`src/rtl/assert_macros.svh`:
```
// assertion helpers, clocked on clk and disabled in reset
`ifndef ASSERT_MACROS_SVH
`define ASSERT_MACROS_SVH
`ifndef SYNTHESIS
`define DKS_ASSERT(lbl, expr, msg) \
  lbl: assert property (@(posedge clk) disable iff (rst) (expr)) else $error(msg);
`define DKS_ASSERT_NEXT(lbl, pre, post, msg) \
  lbl: assert property (@(posedge clk) disable iff (rst) (pre) |=> (post)) else $error(msg);
`else
`define DKS_ASSERT(lbl, expr, msg)
`define DKS_ASSERT_NEXT(lbl, pre, post, msg)
`endif
`endif

```
`src/rtl/dks_div.sv`:
```
module dks_div (
  input  logic        clk,
  input  logic        rst,
  input  logic        start,
  input  logic [39:0] num,
  input  logic [24:0] den,
  output logic        busy,
  output logic [39:0] quot
);
  logic [24:0] rem;
  logic [24:0] d;
  logic [5:0]  cnt;
  logic [25:0] rem_t;

  assign rem_t = {rem, quot[39]};

  always_ff @(posedge clk) begin
    if (rst) begin
      busy <= 1'b0;
    end else if (start) begin
      busy <= 1'b1;
    end else if (busy && cnt == 6'd39) begin
      busy <= 1'b0;
    end
    if (start) begin
      quot <= num;
      d    <= den;
      rem  <= '0;
      cnt  <= '0;
    end else if (busy) begin
      cnt <= cnt + 6'd1;
      if (rem_t >= {1'b0, d}) begin
        rem  <= 25'(rem_t - {1'b0, d});
        quot <= {quot[38:0], 1'b1};
      end else begin
        rem  <= rem_t[24:0];
        quot <= {quot[38:0], 1'b0};
      end
    end
  end
endmodule

```
`config.mk`:
```
export PLATFORM = sky130hd
export DESIGN_NAME = dks_div
export DESIGN_NICKNAME = d
export VERILOG_FILES = /design/src/rtl/assert_macros.svh /design/src/rtl/dks_div.sv
export SDC_FILE = /design/constraint.sdc
export NUM_CORES = 1
export LEC_CHECK = 0
export ABC_AREA = 0
export BUFFER_PORTS_ARGS = -buffer_cell sky130_fd_sc_hd__buf_2
export CAP_MARGIN = 15
export CORE_MARGIN = 1.5
export CORE_UTILIZATION = 35
export CTS_CLUSTER_SIZE = 30
export DETAILED_ROUTE_END_ITERATION = 8
export MAX_ROUTING_LAYER = met4
export PLACE_DENSITY_LB_ADDON = 0.3
export SETUP_SLACK_MARGIN = 0.2
export SLEW_MARGIN = 5
export SYNTH_ARGS = -nofsm -noshare
export SYNTH_HDL_FRONTEND = slang
export SYNTH_SLANG_ARGS = --single-unit
```
`constraint.sdc`:
```
create_clock -name clk -period 4.2 [get_ports clk]
set_input_delay 0.63 -clock clk [delete_from_list [all_inputs] [get_ports clk]]
set_output_delay 0.63 -clock clk [all_outputs]
set_load 0.01 [all_outputs]
```
==> results.sh <==
export IMPL_status="finished, final reports clean"
export IMPL_synth_seq_area_share_pct=49.3
export IMPL_rsz0062_at_grt="no"
export IMPL_yosys_register_bits=97
export IMPL_finalWorstSetupSlack_ns=0.846
export IMPL_wirelength_um=11600
export IMPL_critPathTopFamily="compound AO/OA/AOI/OAI gates"
export IMPL_whs_path_depth=2
export IMPL_fin_cells=765
export IMPL_ys_warn_count=0
export IMPL_r2r_start="d[20]$_DFFE_PP_"
export IMPL_first_pass_iters=4
export IMPL_worst_slew_pin_slew_ns=0.951
export IMPL_ir_worst_vdd_mv=0.295
export IMPL_synth_edf_count=65
export IMPL_placed_area_mm2=0.00595
export IMPL_remaining_drc_errors=0
export IMPL_core_rowCount=44
export IMPL_area_growth_pct=19.0
export IMPL_skew_ns=0.0105
export IMPL_route_met3_wl_um=752
export IMPL_post_cts_buffers=0
export IMPL_initial_core_util_pct=36.0
export IMPL_cpPeakStageDelay_ns=0.73
export IMPL_required_ns=4.38
export IMPL_drt_iter0_drc=254
export IMPL_fin_area_mm2=0.00625
export IMPL_dpl_hpwl_um=8240
export IMPL_htree_levels=3
export IMPL_synth_nets=571
export IMPL_ios=109
export IMPL_crit_type="flip-flop to flip-flop"
export IMPL_clock_path_buffers=2
export IMPL_cts_repair_resized=0
export IMPL_path_depth=10
export IMPL_drive_above_1_share_pct=31.0
export IMPL_cp_max_fo=18
export IMPL_cts_buffers=9
export IMPL_utilization_pct=42.9
export IMPL_dpl_cell_count=748
export IMPL_crit_start="d[20]$_DFFE_PP_"
export IMPL_cp_end_kind="flip-flop"
export IMPL_dieWidth_um=126
export IMPL_vias_per_cell=5.14
export IMPL_path_cells="inv_1 > ha_1 > and3_1 > nand4_1 > or3b_1 > o21bai_1 > o21a_1 > mux2_1 > mux2i_1 > a311oi_1"
export IMPL_syn_area_per_cell_um2=11.0
export IMPL_highest_layer="met4"
export IMPL_synthCells=476
export IMPL_worstHoldStart="rst"
export IMPL_setup_viol=0
export IMPL_async_flop_share_pct=0
export IMPL_min_period_ns=3.35
export IMPL_routabilityCongestion=0.888
export IMPL_fin_tns_setup_ns=0
export IMPL_vias=3935
export IMPL_portBuffers=108
export IMPL_routedWlPerCell_um=15.1
export IMPL_worstHoldPathType="primary input to flip-flop"
export IMPL_netlist_area_mm2=0.00525
export IMPL_grt_max_degree=53
export IMPL_ant_nets=0
export IMPL_cts_root_buffer="clkbuf_16"
export IMPL_ff2ff_path_depth=10
export IMPL_maxSlewViolCount=0
export IMPL_cts_tree="done"
export IMPL_nets=670
export IMPL_fillCellCount=1362
export IMPL_pre_cts_ws_ns=0.866
export IMPL_grt_pass1_wl_um=19300
export IMPL_hold_buffers=0
export IMPL_grt_pass1_vias=3972
export IMPL_die_area_mm2=0.0158
export IMPL_grt_overflow=0
export IMPL_p_per_area_mw_per_mm2=400
export IMPL_clock_latency_ns=0.35
export IMPL_fmax_ghz=0.298
export IMPL_track_usage_pct=15.5
export IMPL_cp_start_kind="flip-flop"
export IMPL_antenna_found_initial=1
export IMPL_path_clk_slew_ns=0.07
export IMPL_hold_viol=0
export IMPL_crit_slowest_cell="o21a_1"
export IMPL_drv_cap=0
export IMPL_synthFlopType="edfxtp_1"
export IMPL_core_mm2=0.0146
export IMPL_worstPathArrival_ns=3.54
export IMPL_leakagePower_nw=2.63
export IMPL_ys_types=58
export IMPL_period_share_pct=79.8
export IMPL_clock_sinks=97
export IMPL_routed_wl_met2_um=5290
export IMPL_die_height_um=126
export IMPL_wl_met1_um=5370
export IMPL_relSlewSlack_pct=36.4
export IMPL_crit_buf_inv=1
[Yosys cell counts (3+ instances only)]
| cell type | count | area share, % |
|---|---|---|
| edfxtp_1 | 65 | 37 |
| xor2_1 | 10 | 1.7 |
| clkbuf_1 | 19 | 1.4 |
| o31ai_1 | 3 | 0.43 |
| mux2i_1 | 13 | 2.5 |
| mux2_2 | 42 | 9.0 |
| nand3_1 | 7 | 0.67 |
| a211oi_1 | 20 | 2.9 |
| nor3_1 | 3 | 0.29 |
| a21o_1 | 7 | 1.0 |
| ha_1 | 26 | 6.2 |
| dfxtp_1 | 32 | 12 |
| nand2b_1 | 3 | 0.36 |
| and3_1 | 6 | 0.71 |
| nand2_1 | 16 | 1.1 |
| a311oi_1 | 3 | 0.50 |
| nand4b_1 | 3 | 0.50 |
| nor2b_1 | 3 | 0.36 |
| o21ai_0 | 17 | 1.6 |
| a31o_2 | 3 | 0.50 |
| or3_1 | 3 | 0.36 |
| inv_1 | 34 | 2.4 |
| a21oi_1 | 33 | 3.1 |
| nor2_1 | 40 | 2.9 |
| o21bai_1 | 3 | 0.43 |
| nand4_1 | 7 | 0.83 |
| xnor2_1 | 12 | 2.0 |
[power breakdown]
part           internal [mW]  switching (mW)
logic                  0.227           0.276
clock network          0.468           0.371
registers               1.11          0.0439
total                   1.81           0.690
[layout by cell type, fill, tap and decap left out, types with 6 or more instances in the layout]
cell type and instances:
o21ai_0 17, a21oi_1 33, clkbuf_16 9, xor2_1 10, buf_4 6, mux2_2 42, nor2_1 40, inv_1 34
nand4_1 7, nand3_1 7, dfxtp_1 32, a21o_1 7, xnor2_1 12, buf_2 107, nand2_1 15, edfxtp_1 65
mux2i_1 13, ha_1 26, and3_1 6, a211oi_1 20
[final cells by class]
| type | count | area, um^2 | share of cell area [%] |
|---|---|---|---|
| Antenna cell | 1 | 2.50 | 0.0400 |
| Clock buffer | 9 | 225 | 3.60 |
| Clock inverter | 7 | 76.3 | 1.22 |
| Inverter | 35 | 131 | 2.10 |
| Multi-Input combinational cell | 319 | 2410 | 38.6 |
| Sequential cell | 97 | 2590 | 41.5 |
| Tap cell | 184 | 230 | 3.68 |
| Timing Repair Buffer | 113 | 581 | 9.28 |
[path summary, 6_finish.rpt]
path,end,slack (ns)
setup / recovery,rem[21]$_SDFFE_PP0P_,0.85
hold / removal,busy$_SDFFE_PP0P_,0.44
setup reg to reg,rem[21]$_SDFFE_PP0P_,0.85
hold reg to reg,rem[3]$_SDFFE_PP0P_,0.50
[through the flow]
step                total power [mW]  hold slack, ns
detailed placement              1.68           0.492
global placement                1.68           0.467
global route                    2.62           0.424
floorplan                       1.52           0.458
finish                          2.50           0.437
CTS                             2.53           0.433
[worst reg2reg max path: stages (launching register included)]
cell and delay (ns):
edfxtp_1 0.32, inv_1 0.04, ha_1 0.48, and3_1 0.27, nand4_1 0.16, or3b_1 0.42
o21bai_1 0.18, o21a_1 0.73, mux2_1 0.39, mux2i_1 0.14, a311oi_1 0.07
[sequential cells by signal (all words and copies together) (netlist names)]
name,cells
busy,1
cnt,6
d,25
quot,40
rem,25
[logic make-up (layout without fill, tap and decap cells)]
| logic type | Yosys count | after routing | synth area share (%) |
|---|---|---|---|
| compound gates | 115 | 115 | 14.9 |
| flops | 97 | 97 | 49.3 |
| other cells | 0 | 1 | 0 |
| mux | 56 | 56 | 11.7 |
| buf+inv | 60 | 164 | 4.74 |
| simple gates | 99 | 99 | 9.12 |
| fa+ha+maj | 27 | 27 | 6.57 |
| xor+xnor | 22 | 22 | 3.67 |
[metal layers]
layer,track usage (%),up-vias
li1,-,1963
met1,20.0,1830
met2,24.2,130
met3,3.68,12
met4,4.88,0
met5,-,-
(Power assumes the default switching activity.)
