--- src/rtl/assert_macros.svh ---
// assertion helpers, clocked on clk and disabled in reset
`ifndef ASSERT_MACROS_SVH
`define ASSERT_MACROS_SVH
`ifndef SYNTHESIS
`define DKS_ASSERT(lbl, expr, msg) \
  lbl: assert property (@(posedge clk) disable iff (rst) (expr)) else $error(msg);
`define DKS_ASSERT_NEXT(lbl, pre, post, msg) \
  lbl: assert property (@(posedge clk) disable iff (rst) (pre) |=> (post)) else $error(msg);
`else
`define DKS_ASSERT(lbl, expr, msg)
`define DKS_ASSERT_NEXT(lbl, pre, post, msg)
`endif
`endif

--- src/rtl/dks_pkg.sv ---
package dks_pkg;
  localparam int MOMENTUM_BITS_DEF = 24;
  localparam int OUT_W = 216;
  localparam int SUM_W = 35;
  localparam logic signed [SUM_W-1:0] COMP_LIMIT = 35'sd1073741823;
  localparam logic [23:0] HALF_TURN = 24'd8388608;
  localparam int CORDIC_STEPS = 20;
  localparam int STEP_W = $clog2(CORDIC_STEPS);

  function automatic logic [23:0] atan_turn(input logic [STEP_W-1:0] idx);
    logic [23:0] v;
    case (idx)
      5'd0: v = 24'd2097152;
      5'd1: v = 24'd1238021;
      5'd2: v = 24'd654136;
      5'd3: v = 24'd332049;
      5'd4: v = 24'd166669;
      5'd5: v = 24'd83416;
      5'd6: v = 24'd41718;
      5'd7: v = 24'd20860;
      5'd8: v = 24'd10430;
      5'd9: v = 24'd5215;
      5'd10: v = 24'd2608;
      5'd11: v = 24'd1304;
      5'd12: v = 24'd652;
      5'd13: v = 24'd326;
      5'd14: v = 24'd163;
      5'd15: v = 24'd81;
      5'd16: v = 24'd41;
      5'd17: v = 24'd20;
      5'd18: v = 24'd10;
      5'd19: v = 24'd5;
      default: v = 24'd0;
    endcase
    return v;
  endfunction
endpackage

--- src/rtl/dks_cordic.sv ---
module dks_cordic (
  input  logic               clk,
  input  logic               rst,
  input  logic               start,
  input  logic signed [31:0] x_in,
  input  logic signed [31:0] y_in,
  output logic               busy,
  output logic [15:0]        angle
);
  logic signed [35:0] x;
  logic signed [35:0] y;
  logic signed [35:0] dx;
  logic signed [35:0] dy;
  logic [23:0] acc;
  logic [23:0] acc_rnd;
  logic [dks_pkg::STEP_W-1:0] idx;
  logic null_vec;

  assign dx      = y >>> idx;
  assign dy      = x >>> idx;
  assign acc_rnd = acc + 24'd128;
  assign angle   = null_vec ? 16'd0 : acc_rnd[23:8];

  always_ff @(posedge clk) begin
    if (rst) begin
      busy <= 1'b0;
    end else if (start) begin
      busy <= !(x_in == 32'sd0 && y_in == 32'sd0);
    end else if (busy && idx == dks_pkg::STEP_W'(dks_pkg::CORDIC_STEPS - 1)) begin
      busy <= 1'b0;
    end
    if (start) begin
      null_vec <= (x_in == 32'sd0 && y_in == 32'sd0);
      idx      <= '0;
      if (x_in < 32'sd0) begin
        x   <= -36'(x_in);
        y   <= -36'(y_in);
        acc <= dks_pkg::HALF_TURN;
      end else begin
        x   <= 36'(x_in);
        y   <= 36'(y_in);
        acc <= '0;
      end
    end else if (busy) begin
      idx <= idx + 1'b1;
      if (!y[35]) begin
        x   <= x + dx;
        y   <= y - dy;
        acc <= acc + dks_pkg::atan_turn(idx);
      end else begin
        x   <= x - dx;
        y   <= y + dy;
        acc <= acc - dks_pkg::atan_turn(idx);
      end
    end
  end
endmodule

--- config.mk ---
export PLATFORM = sky130hd
export DESIGN_NAME = dks_cordic
export DESIGN_NICKNAME = d
export VERILOG_FILES = /design/src/rtl/assert_macros.svh /design/src/rtl/dks_pkg.sv /design/src/rtl/dks_cordic.sv
export SDC_FILE = /design/constraint.sdc
export NUM_CORES = 1
export LEC_CHECK = 0
export ABC_AREA = 0
export BUFFER_PORTS_ARGS = -buffer_cell sky130_fd_sc_hd__buf_4
export CELL_PAD_IN_SITES_DETAIL_PLACEMENT = 1
export CELL_PAD_IN_SITES_GLOBAL_PLACEMENT = 2
export CORE_AREA = 2 2 214 216
export DETAILED_ROUTE_END_ITERATION = 8
export DIE_AREA = 0 0 216 218
export HOLD_SLACK_MARGIN = 0.1
export PLACE_DENSITY = 0.95
export SETUP_SLACK_MARGIN = 0.02
export SYNTH_ARGS = -nofsm -noshare
export SYNTH_HDL_FRONTEND = slang
export SYNTH_SLANG_ARGS = --single-unit
--- constraint.sdc ---
create_clock -name clk -period 19.35 [get_ports clk]
set_clock_uncertainty 0.2 [all_clocks]
set_input_delay 0 -clock clk [delete_from_list [all_inputs] [get_ports clk]]
set_output_delay 0 -clock clk [all_outputs]
set_load 0.02 [all_outputs]
==> run_results.csv <==
group,metric,value,unit
sta,fin_crit,8.84,ns
critical_path,cp.buffers_inverters,3,
sta,fmaxAchievable,0.113,GHz
clock_tree,cts_root_buf,"clkbuf_16",
logic_synthesis,synth-simple-area-share,19.4,%
power,p_comb_share,76.8,%
global_route,grt_overflow,0,
clock_tree,clock_latency,0.48,ns
sta,fin_crit_sh,45.7,%
floorplanning,ios,84,
floorplanning,dieArea,47100,sq um
floorplanning,start_util,42.5,%
drt,route.detailed.drc,0,
sta,worst_slew_pin_slew,1.23,ns
logic_synthesis,seq_area_frac_synth,18.2,%
sta,rsz0062_at_grt,"no",
clock_tree,cts_buffers,17,
clock_tree,cts_max_level,4,
global_route,grt_max_degree,78,
final_layout,fillers,5391,
clock_tree,postCtsHoldBufs,131,
drt,wl_met1,31.5,mm
final_layout,nets,2562,
critical_path,cpPeakStageDelay,1.01,ns
final_layout,area_delta_synth_final,14.9,%
logic_synthesis,syn_area_per_cell,8.44,sq um
clock_tree,path_clk_slew,0.07,ns
critical_path,cp_top_family,"compound AO/OA/AOI/OAI gates",
critical_path,cp.arrival,8.86,ns
critical_path,path_cells,"buf_4 -> mux4_2 -> mux2_2 -> a222oi_1 -> o2111ai_1 -> nor4_4 -> a21oi_1 -> xnor2_1 -> ha_1 -> and4_1 -> and3_1 -> inv_1 -> a211oi_1 -> nor2_1 -> o21ai_0 -> a22oi_1 -> a21oi_1 -> a21oi_1 -> dlygate4sd3_1",
sta,max_slew_margin,17.9,%
floorplanning,die_w,216,microns
sta,fin_setup_tns,0,ns
sta,final-setup-viol-count,0,
placement,dpl.hpwl,56.1,mm
critical_path,required,19.37,ns
power,power.leakage,8.27,nW
logic_synthesis,yosysTopAreaCell,"edfxtp_1",
drt,vias_per_cell,6.69,
global_route,grt_usage,33.3,%
logic_synthesis,synth_common_cells,"nand2_1, nor2_1, a21oi_1",
power,pwr-share-seq,16.0,%
drt,wirelength,78.7,mm
power,total_power,4.79,mW
power,p_sw_share,53.7,%
floorplanning,core,44900,sq um
logic_synthesis,async_reset_ff_share,0,%
logic_synthesis,synth-compound-area-share,23.3,%
logic_synthesis,syn_inst,2258,
logic_synthesis,yosysMostFrequentCell,"nand2_1",
global_route,antenna_found_initial,3,
global_route,grt_first_pass_wirelength,123,mm
drt,dr.pass1.iters,5,
placement,place_congestion,0.993,
logic_synthesis,synth_xor_area_share,9.37,%
logic_synthesis,synth_top_area_share,15.3,%
critical_path,end_kind,"flop",
critical_path,crit_path_top_delay_cell,"dfxtp_4",
logic_synthesis,yosys-top-cells-area,"edfxtp_1, mux4_2, ha_1",
clock_tree,cts_resized,0,
critical_path,worst-path-max-fanout,77,
power,p_switching,2.57,mW
logic_synthesis,yosysWarnings,0,
drt,routed.top_layer,"met4",
floorplanning,rows,78,
clock_tree,cts_tree,"done",
critical_path,critPathKind,"reg2reg",
power,ir_drop,123,uV
drt,avgRoutedWirePerCell,26.2,microns
logic_synthesis,synth_top_family_by_area,"compound AO/OA/AOI/OAI gates",
logic_synthesis,synth.distinct_cells,102,
power,p_clk_share,7.2,%
sta,finalHoldViolCount,0,
floorplanning,die_h,218,microns
logic_synthesis,synth_edf_count,97,
min_path,worst_hold_path_type,"in2reg",
outcome,status,"complete, no violations",
clock_tree,post_cts_buffers,0,
drt,drt-initial-drc-count,2242,
final_layout,drive_gt1_share,13.6,%
power,power_density,219,nW/um^2
logic_synthesis,synth_seq_cells,125,
critical_path,start_kind,"flop",
placement,numPortBuffers,83,
sta,report.final.slew_viol_count,0,
critical_path,crit_top_cell,"a21oi_1",
global_route,grt_pass1_vias,20700,
power,p_int,2.22,mW
drt,met3WireLength,7.03,mm
drt,drtAntennaViolNets,0,
clock_tree,cts_buffer_depth,2,
logic_synthesis,synth_mux_area_share,17.5,%
logic_synthesis,synth_area,19100,sq um
logic_synthesis,synthFlopType,"edfxtp_1",
drt,vias,20100,
logic_synthesis,syn-num-nets,2434,
logic_synthesis,synth-adder-area-share,7.27,%
clock_tree,clock_sinks,125,
flow_run,maxCapViolCount,0,
drt,wl_met2,36.6,mm
cell families after synthesis:
family          after synthesis
fa+ha+maj                   109
compound gates              677
buf+inv                     200
simple gates                742
xor+xnor                    204
mux                         201
flops                       125
area by class of cell:
cell class	count	area, sq um	area share, %
diodes	3	7.51	0.0343
clock buffers	17	425	1.94
clock inverters	15	191	0.874
inverters	70	263	1.20
multi-input cells	1933	14700	66.9
flip-flops and latches	125	3490	15.9
well taps	600	751	3.43
repair buffers	239	2120	9.69
tightest hold or removal path, stage by stage:
cell and delay, ns:
buf_4 0.33, nand2_1 0.14, o211a_1 0.14, a21oi_1 0.04
power groups by stage:
stage / Combinational (mW) / Sequential, mW / Clock [mW]
global route: 4.01 / 0.767 / 0.356
global placement: 3.30 / 0.741 / 0
CTS: 3.56 / 0.745 / 0.347
floorplan: 2.62 / 0.592 / 0
detailed placement: 3.42 / 0.749 / 0
finish: 3.68 / 0.768 / 0.344
metal layers:
metal | vias up | GRT usage, %
met3 | 235 | 7.75
met4 | 0 | 14.5
li1 | 8851 | -
met5 | - | 0
met1 | 10000 | 42.1
met2 | 990 | 54.4
worst paths after layout:
| check | from | endpoint | slack [ns] | depth (start not counted) |
|---|---|---|---|---|
| max | idx[1] | y[27] | 10.51 | 19 |
| min | x_in[31] | x[1] | 0.15 | 4 |
| max reg2reg | idx[1] | y[27] | 10.51 | 19 |
| min reg2reg | acc[0] | acc[0] | 0.55 | 3 |
cells in the final DEF (no fill, tap or decap), drive strengths merged, types with 19 or more instances in the layout:
| cell type | synthesis | routed |
|---|---|---|
| nand2 | 230 | 230 |
| nor2 | 191 | 191 |
| a21oi | 185 | 185 |
| xnor2 | 135 | 135 |
| dlygate4sd3 | 0 | 131 |
| o21ai | 128 | 128 |
| buf | 68 | 108 |
| ha | 106 | 106 |
| mux4 | 101 | 101 |
| edfxtp | 97 | 97 |
| inv | 63 | 72 |
| xor2 | 69 | 69 |
| mux2i | 69 | 69 |
| nor3 | 68 | 68 |
| a21o | 42 | 42 |
| o31ai | 41 | 41 |
| nand3 | 39 | 39 |
| a31oi | 36 | 36 |
| mux2 | 31 | 31 |
| or3 | 31 | 31 |
| a211oi | 28 | 28 |
| dfxtp | 28 | 28 |
| o211ai | 26 | 26 |
| o22ai | 25 | 25 |
| nor2b | 25 | 25 |
| and3 | 24 | 24 |
| and2 | 23 | 23 |
| o21a | 22 | 22 |
| nand2b | 19 | 19 |
stage by stage:
stage	worst slack, ns	std cells	hold WS, ns	instance area [sq um]	util [%]
floorplan	12.97	2258	-0.131	19100	-
global placement	11.25	2836	-0.0237	20000	44.5
detailed placement	11.06	2836	-0.0190	20000	44.5
CTS	10.71	2999	0.132	21900	48.8
global route	10.06	3001	0.175	21900	48.8
finish	10.51	3002	0.155	21900	48.8
No activity file was read; power rests on OpenSTA's default activity.
