==> src/rtl/assert_macros.svh <==
// assertion helpers, clocked on clk and disabled in reset
`ifndef ASSERT_MACROS_SVH
`define ASSERT_MACROS_SVH
`ifndef SYNTHESIS
`define DKS_ASSERT(lbl, expr, msg) \
  lbl: assert property (@(posedge clk) disable iff (rst) (expr)) else $error(msg);
`define DKS_ASSERT_NEXT(lbl, pre, post, msg) \
  lbl: assert property (@(posedge clk) disable iff (rst) (pre) |=> (post)) else $error(msg);
`else
`define DKS_ASSERT(lbl, expr, msg)
`define DKS_ASSERT_NEXT(lbl, pre, post, msg)
`endif
`endif

==> src/rtl/dks_sqrt.sv <==
module dks_sqrt (
  input  logic        clk,
  input  logic        rst,
  input  logic        start,
  input  logic [63:0] radicand,
  output logic        busy,
  output logic [31:0] root
);
  logic [63:0] n;
  logic [33:0] rem;
  logic [4:0]  cnt;
  logic [35:0] rem_t;
  logic [35:0] trial;

  assign rem_t = {rem, n[63:62]};
  assign trial = {2'b00, root, 2'b01};

  always_ff @(posedge clk) begin
    if (rst) begin
      busy <= 1'b0;
    end else if (start) begin
      busy <= 1'b1;
    end else if (busy && cnt == 5'd31) begin
      busy <= 1'b0;
    end
    if (start) begin
      n    <= radicand;
      rem  <= '0;
      root <= '0;
      cnt  <= '0;
    end else if (busy) begin
      n   <= {n[61:0], 2'b00};
      cnt <= cnt + 5'd1;
      if (rem_t >= trial) begin
        rem  <= 34'(rem_t - trial);
        root <= {root[30:0], 1'b1};
      end else begin
        rem  <= rem_t[33:0];
        root <= {root[30:0], 1'b0};
      end
    end
  end
endmodule

==> config.mk <==
export PLATFORM = sky130hd
export DESIGN_NAME = dks_sqrt
export DESIGN_NICKNAME = d
export VERILOG_FILES = /design/src/rtl/assert_macros.svh /design/src/rtl/dks_sqrt.sv
export SDC_FILE = /design/constraint.sdc
export NUM_CORES = 1
export LEC_CHECK = 0
export BUFFER_PORTS_ARGS = -buffer_cell sky130_fd_sc_hd__buf_4
export CORE_MARGIN = 3
export CORE_UTILIZATION = 41
export CTS_CLUSTER_SIZE = 10
export DETAILED_ROUTE_END_ITERATION = 6
export PLACE_DENSITY = 0.59
export SYNTH_ARGS = -nofsm -noshare
export SYNTH_HDL_FRONTEND = slang
export SYNTH_SLANG_ARGS = --single-unit
==> constraint.sdc <==
create_clock -name clk -period 5.5 [get_ports clk]
set_input_delay 0.55 -clock clk [delete_from_list [all_inputs] [get_ports clk]]
set_output_delay 0.55 -clock clk [all_outputs]
set_load 0.01 [all_outputs]
==> summary.md, run 1 <==
| Metric | Value |
|---|---|
| Cell Area, Synth | 7560 um2 |
| Setup violators final | 0 |
| Peak VDD IR | 0.268 mV |
| Routed len/inst | 16.0 um |
| Global-route wire length before repair | 29,200 um |
| Post-DRT Antenna Nets | 0 |
| Nets | 946 |
| Fin. Hold Viols | 0 |
| Htree depth | 4 |
| Largest net degree at the start of global routing | 66 |
| Post-Place Cells | 1,053 |
| Synth area leader | edfxtp_1 |
| Gpl congestion | 0.876 |
| Starting density of the core | 41.9% |
| CTS resizes | 0 |
| Net Sw Frac | 38.9% |
| Post-Place Setup Slack | 2.24 ns |
| Antenna diodes | 0 |
| Crit-path leading delay family | simple AND/OR/NAND/NOR gates |
| Clock latency on the worst-skew pair | 0.42 ns |
| HPWL after detailed placement | 12,300 um |
| Final Power | 4330 uW |
| Total CTS buffers | 17 |
| Worst setup SP type | flip-flop |
| Clock power share | 26.0% |
| # IOs | 100 |
| TritonCTS sink count | 136 |
| Seq pwr share | 29.5% |
| CP endpoint kind | flip-flop |
| Largest cells by area after synthesis | edfxtp_1 25%, dfxtp_1 19%, mux2_2 9.2% |
| Slowest CP cell | nor2_4 |
| Fraction of layout cells with a size suffix above 1 | 24.4% |
| Critical path arrival | 3.55 ns |
| XOR/XNOR Fraction of Synth Area | 3.36% |
| Die area | 20,100 um2 |
| Syn_area_per_cell | 9.92 um2 |
| Via Count | 5,816 |
| Complex-gate fraction of the synthesized area | 14.4% |
| Initial DRT Pass Iterations | 5 |
| Core area | 18,000 um2 |
| Main synth FF type | dfxtp_1 |
| Die Y | 142 um |
| Worst Path Class, Setup | flip-flop to flip-flop |
| Total grt overflow | 0 |
| Final std cells w/o fill | 1,085 |
| Post-Syn Nets | 865 |
| Ys Warns | 0 |
| Die W | 142 um |
| Max Slew Vio Count | 0 |
| Setup WS post-layout | 2.26 ns |
| Critical Path Start | root[7] |
| Pwr/cell area | 481 nW/um2 |
| Setup bufs post-CTS | 0 |
| Detail-routed via count per cell | 5.36 |
| Fill cells | 1,697 |
| Clock buffer depth | 2 |
| Clock-pin slew on the worst setup and hold paths | 0.06 ns |
| Combinational Power Share | 44.6% |
| Fin crit period | 3.24 ns |
| Clk_skew | 0.00797 ns |
| Tcrit/Tclk final | 58.8% |
| Psw | 1680 uW |
| Synth Area in Adders | 5.96% |
| Register area share after synthesis | 44.5% |
| EDFF count, synth | 64 |
| Antenna violations before repair | 0 |
| Rel. slew slack | 26.6% |
| Bufs and invs on worst path | 1 |
| HP Class | input pin to flip-flop |
| Cts-stage hold buffer count | 0 |
| Mapped Cells | 762 |
| Outcome | complete, no violations |
| Row count | 49 |
| Leakage power | 0.00364 uW |
| Root buf cell | clkbuf_16 |
| Max incr delay on CP | 0.72 ns |
| Crit-path max FO | 35 |
| Dominant combinational cell family by area after synthesis | compound AO/OA/AOI/OAI gates |
| Max-cap check violation count | 0 |
| Post-synthesis mux area share | 14.1% |
| RSZ-0062 raised after global routing | no |
| Pint | 2650 uW |
| Area grow syn2layout | 19.3% |
| Post-synth top area share | 25.4% |
| Worst-Margin Slew | 1.10 ns |
| Initial drt markers | 381 |
| GRT Total Usage | 17.9% |
| DRC Markers | 0 |
| Maximum clock rate | 309 MHz |
| Simple-gate share of the synthesized area | 13.1% |
| Util after Layout | 50.0% |
| CTS tree | built |
| Setup_tns | 0 ns |
| CP Cell Sequence | inv_1 > ha_1 > a21oi_1 > o22ai_1 > nor4b_2 > a211oi_2 > o21a_1 > nor2_4 > nand2_1 > a311oi_1 |
| Seq cells post-synth | 136 |
| R2R Path Start | root[7] |
| # port buffers | 99 |
| Final Routed Wirelength | 17,400 um |
| Async set-reset flop share out of synthesis | 0% |
| Unique masters post-synth | 63 |
| Vias in the first global route | 5,910 |
| HP Start | rst |
| Worst EP required | 5.81 ns |
[path summary, 6_finish.rpt]
path	depth (start not counted)	slack [ns]	endpoint
worst max-delay path	10	2.26	rem[8]
worst min-delay path	2	0.27	busy
worst max register to register	10	2.26	rem[8]
worst min register to register	2	0.48	rem[33]
[placed cells by master, fill, tap and decap left out, drive strengths merged, types with 7 or more instances in the layout]
cell,n
ha,36
buf,102
a211oi,8
mux2i,37
xor2,10
a311oi,19
a21oi,43
a21o,9
mux2,62
o21ai,29
nand2,73
nor2,85
inv,46
xnor2,19
nor3,7
nand2b,7
nand3,14
edfxtp,64
clkbuf,21
dfxtp,72
[logic make-up (layout without fill, tap and decap cells)]
family,after synthesis,count (layout)
flip-flops,136,136
XOR/XNOR,29,29
multiplexers,99,99
AO/OA/AOI/OAI,159,159
adder cells (fa/ha/maj),36,36
buffers and inverters,84,178
AND/OR/NAND/NOR,219,219
[registers in the layout (all words and copies together), names as in the netlist]
register / count
cnt: 5
busy: 1
root: 32
n: 64
rem: 34
[layer usage]
layer	vias to the layer above	wire length, um	track usage [%]
li1	2920	-	-
met1	2743	7840	22.8
met2	136	8020	28.5
met3	17	1270	6.50
met4	0	219	5.45
met5	-	0	0
[stage by stage]
step                hold WS [ns]  area [um2]
finish                     0.274        9010
global route               0.249        9010
CTS                        0.251        9010
detailed placement         0.465        8440
global placement           0.447        8440
floorplan                  0.431        7560
[power by group through the flow]
stage / logic (uW) / clock network (uW) / registers [uW]
after global placement: 1900 / 0 / 1290
final: 1930 / 1130 / 1280
after CTS: 1930 / 1160 / 1280
after floorplan: 1540 / 0 / 1270
after detailed placement: 1930 / 0 / 1300
after global routing: 2150 / 1210 / 1290
[synthesized netlist by cell type (all sizes together) (2+ instances only)]
cell    number
nor2b        3
and2         5
o22ai        3
clkbuf      28
mux2i       37
o21bai       6
a41oi        2
nor4b        2
a221oi       2
nor4         2
a311oi      19
a31oi        5
nand3       14
and3         6
o21ai       29
xnor2       19
or3          2
nand2       73
nor3b        2
nor2        85
xor2        10
o211a        2
o31ai        5
a32oi        5
mux2        62
a211oi       8
nand2b       7
a21o         9
edfxtp      64
o21a         6
o211ai       6
buf         12
dfxtp       72
a21oi       43
nand4        6
ha          36
inv         44
nor3         7
[layout make-up]
cell class,instances,area (um2),area share [%]
Clock inverter,11,123,1.36
Tap cell,229,287,3.18
Sequential cell,136,3370,37.4
Inverter,44,165,1.83
Timing Repair Buffer,102,766,8.50
Multi-Input combinational cell,542,3850,42.8
Clock buffer,21,450,5.00
Power figures use the tool's default switching activity.
==> inputs of run 2 (changes only) <==
--- a/config.mk
+++ b/config.mk
@@ -10,7 +10,7 @@
 export CORE_UTILIZATION = 41
 export CTS_CLUSTER_SIZE = 10
 export DETAILED_ROUTE_END_ITERATION = 6
-export PLACE_DENSITY = 0.59
+export PLACE_DENSITY = 0.61
 export SYNTH_ARGS = -nofsm -noshare
 export SYNTH_HDL_FRONTEND = slang
 export SYNTH_SLANG_ARGS = --single-unit
==> constraint.sdc (replaced) <==
create_clock -name clk -period 2.6 [get_ports clk]
set_input_delay 0.26 -clock clk [delete_from_list [all_inputs] [get_ports clk]]
set_output_delay 0.26 -clock clk [all_outputs]
set_load 0.01 [all_outputs]
==> run 2 against run 1 <==
  * The flow now finishes with violations (setup timing)
  * Non-clock buffer count is 105 higher
  * Sequential power increased by 110%
  * Clock-buffer cell count shrank 4
  * Flip-flop and latch count unchanged
  * Clock power grew 120%
  * Combinational power grew to 3.1 times the previous value
  * Total power increased to 2.6 times the previous value
  * Critical path type unchanged
  * Critical endpoint is now rem[24]
  * Largest cell class unchanged
==> summary.md, run 2 (synthesis gave the netlist of run 1 again) <==
| Metric | Value |
|---|---|
| Detail-routed via count per cell | 5.31 (was 5.36) |
| Pwr/cell area | 1080 nW/um2 (was 481 nW/um2) |
| Combinational Power Share | 53.9% (was 44.6%) |
| Crit-path max FO | 4 (was 35) |
| Nets | 1,052 (was 946) |
| Setup violators final | 1 (was 0) |
| Number of flip-flops in the largest register | 64 (unchanged) |
| Global-route wire length before repair | 30,400 um (was 29,200 um) |
| Setup_tns | -0.0469 ns (was 0 ns) |
| TritonCTS sink count | 136 (unchanged) |
| Fraction of layout cells with a size suffix above 1 | 40.6% (was 24.4%) |
| CP endpoint kind | flip-flop (unchanged) |
| Clock buffer depth | 2 (unchanged) |
| Worst-Margin Slew | 1.24 ns (was 1.10 ns) |
| Vias in the first global route | 6,301 (was 5,910) |
| Reg-to-Reg End | rem[24] (was rem[8]) |
| HP Class | input pin to flip-flop (unchanged) |
| Antenna violations before repair | 0 (unchanged) |
| Top reg by flops | n (unchanged) |
| Worst hold path depth | 2 (unchanged) |
| Initial drt markers | 329 (was 381) |
| Area grow syn2layout | 37.0% (was 19.3%) |
| Total CTS buffers | 17 (unchanged) |
| Largest net degree at the start of global routing | 129 (was 66) |
| Peak VDD IR | 0.692 mV (was 0.268 mV) |
| Row count | 49 (unchanged) |
| # IOs | 100 (unchanged) |
| Gpl congestion | 0.891 (was 0.876) |
| Fin. Hold Viols | 0 (unchanged) |
| Die area | 20,100 um2 (unchanged) |
| Worst EP required | 2.95 ns (was 5.81 ns) |
| Clk_skew | 0.00851 ns (was 0.00797 ns) |
| Commonest cells after routing, fill and taps aside | 196 x buf_4, 79 x nor2_1, 69 x nand2_1, 64 x edfxtp_1, 62 x mux2_2 (was 102 x buf_4, 84 x nor2_1, 72 x nand2_1, 71 x dfxtp_1, 64 x edfxtp_1) |
| Max Slew Vio Count | 0 (unchanged) |
| Max-cap check violation count | 0 (unchanged) |
| Commonest non-fill, non-tap cell in the layout | buf_4 (unchanged) |
| Setup WS post-layout | -0.0469 ns (was 2.26 ns) |
| Via Count | 6,321 (was 5,816) |
| Post-DRT Antenna Nets | 0 (unchanged) |
| Clock latency on the worst-skew pair | 0.43 ns (was 0.42 ns) |
| Regs by FF count | n: 64 flops, rem: 34 flops, root: 32 flops (unchanged) |
| Root buf cell | clkbuf_16 (unchanged) |
| HPWL after detailed placement | 12,600 um (was 12,300 um) |
| Pint | 6920 uW (was 2650 uW) |
| DRC Markers | 0 (unchanged) |
| Maximum clock rate | 378 MHz (was 309 MHz) |
| # port buffers | 99 (unchanged) |
| HP Start | radicand[1] (was rst) |
| Htree depth | 4 (unchanged) |
| Psw | 4310 uW (was 1680 uW) |
| Critical path arrival | 3.00 ns (was 3.55 ns) |
| Antenna diodes | 0 (unchanged) |
| Seq pwr share | 24.1% (was 29.5%) |
| Routed len/inst | 16.1 um (was 16.0 um) |
| Starting density of the core | 41.9% (unchanged) |
| Worst setup SP type | flip-flop (unchanged) |
| Fill cells | 1,584 (was 1,697) |
| Net Sw Frac | 38.4% (was 38.9%) |
| Die Y | 142 um (unchanged) |
| Tcrit/Tclk final | 102% (was 58.8%) |
| GRT Total Usage | 18.7% (was 17.9%) |
| Clock power share | 21.9% (was 26.0%) |
| Hold EP | n[1] (was busy) |
| Die W | 142 um (unchanged) |
| R2R cell count | 13 (was 10) |
| Reg2Reg Setup Slack | -0.05 ns (was 2.26 ns) |
| Clock-pin slew on the worst setup and hold paths | 0.07 ns (was 0.06 ns) |
| Post-Place Setup Slack | -0.105 ns (was 2.24 ns) |
| Outcome | finished, violations left (was complete, no violations) |
| Failing checks | setup timing |
| Initial DRT Pass Iterations | 5 (unchanged) |
| Final Routed Wirelength | 19,200 um (was 17,400 um) |
| Fin crit period | 2.65 ns (was 3.24 ns) |
| Worst Path Class, Setup | flip-flop to flip-flop (unchanged) |
| Leakage power | 0.00430 uW (was 0.00364 uW) |
| RSZ-0062 raised after global routing | yes (was no) |
| CTS tree | built (unchanged) |
| Rel. slew slack | 17.0% (was 26.6%) |
| Core area | 18,000 um2 (unchanged) |
| Total grt overflow | 0 (unchanged) |
| R2R Path Start | root[3] (was root[7]) |
==> run 2: cell count changes in the layout (fill, tap and decap cells not counted), moves of 4 or more <==
cell     before  now
buf_4       102  196
dfxtp_1      71   56
dfxtp_2       0   14
ha_1         36   22
ha_4          0   11
a21oi_1      43   37
buf_6         0    6
nor2_1       84   79
o21ai_0      25   20
a21oi_2       0    4
inv_1        43   39
inv_2         1    5
inv_6         2    6
==> run 2: power groups by stage <==
stage	Sequential [uW]	Combinational (uW)	Clock (uW)
finish	2710	6050	2460
global route	2740	6580	2600
CTS	2680	5000	2500
detailed placement	2720	4770	0
global placement	2720	4750	0
floorplan	2680	3270	0
==> run 2: critical path: stages, from the launching register on <==
cell and delay [ns]:
dfxtp_2 0.33, inv_2 0.04, ha_4 0.26, buf_6 0.08, nand4_1 0.14, a211oi_4 0.30, o31ai_4 0.12, a211oi_4 0.23
o21a_1 0.21, nor2_4 0.06, buf_6 0.13, buf_6 0.11, or3b_4 0.36, a41oi_2 0.19
==> run 2: per-layer routing <==
metal  GRT usage (%)  vias to the layer above  part of all wire [%]
li1                -                     3129                     -
met5               0                        -                     0
met1            23.4                     3008                    44
met2            31.0                      169                    48
met3            6.17                       15                   6.6
met4            4.90                        0                  0.97
==> run 2: final cells by class <==
| cell class | count | area, um2 | area share [%] |
|---|---|---|---|
| multi-input combinational | 543 | 4290 | 41.5 |
| inverter | 44 | 165 | 1.59 |
| tap | 229 | 287 | 2.77 |
| timing repair buffer | 207 | 1630 | 15.8 |
| clock inverter | 14 | 161 | 1.56 |
| sequential | 136 | 3390 | 32.7 |
| clock buffer | 17 | 425 | 4.11 |
==> run 2: metrics by stage <==
stage | utilization, % | cell area, um2 | hold slack, ns | power [uW] | instances
floorplan | - | 7560 | 0.332 | 5940 | 762
global placement | 50.5 | 9110 | 0.412 | 7470 | 1137
detailed placement | 50.5 | 9110 | 0.419 | 7480 | 1137
CTS | 54.6 | 9850 | 0.109 | 10200 | 1179
global route | 57.4 | 10400 | 0.114 | 11900 | 1190
finish | 57.4 | 10400 | 0.123 | 11200 | 1190
==> run 2: worst max path at each step <==
stage	startpoint	to	slack (ns)	depth (start not counted)
floorplan	busy	n[0]	0.03	4
global placement	root[3]	rem[10]	-0.02	11
detailed placement	root[10]	rem[2]	-0.10	12
CTS	root[3]	rem[2]	-0.007	11
global route	root[3]	rem[24]	-0.16	13
finish	root[3]	rem[24]	-0.05	13
==> run 2: timing repair <==
item | in CTS | in global routing
setup endpoints to repair | 27 | 34
pin swaps | 11 | 44
setup buffers | 10 | 11
endpoints found under the hold margin | 1 | 0
gates resized for setup | 10 | 95
cloned | 0 | 2
hold buffers | 1 | 0
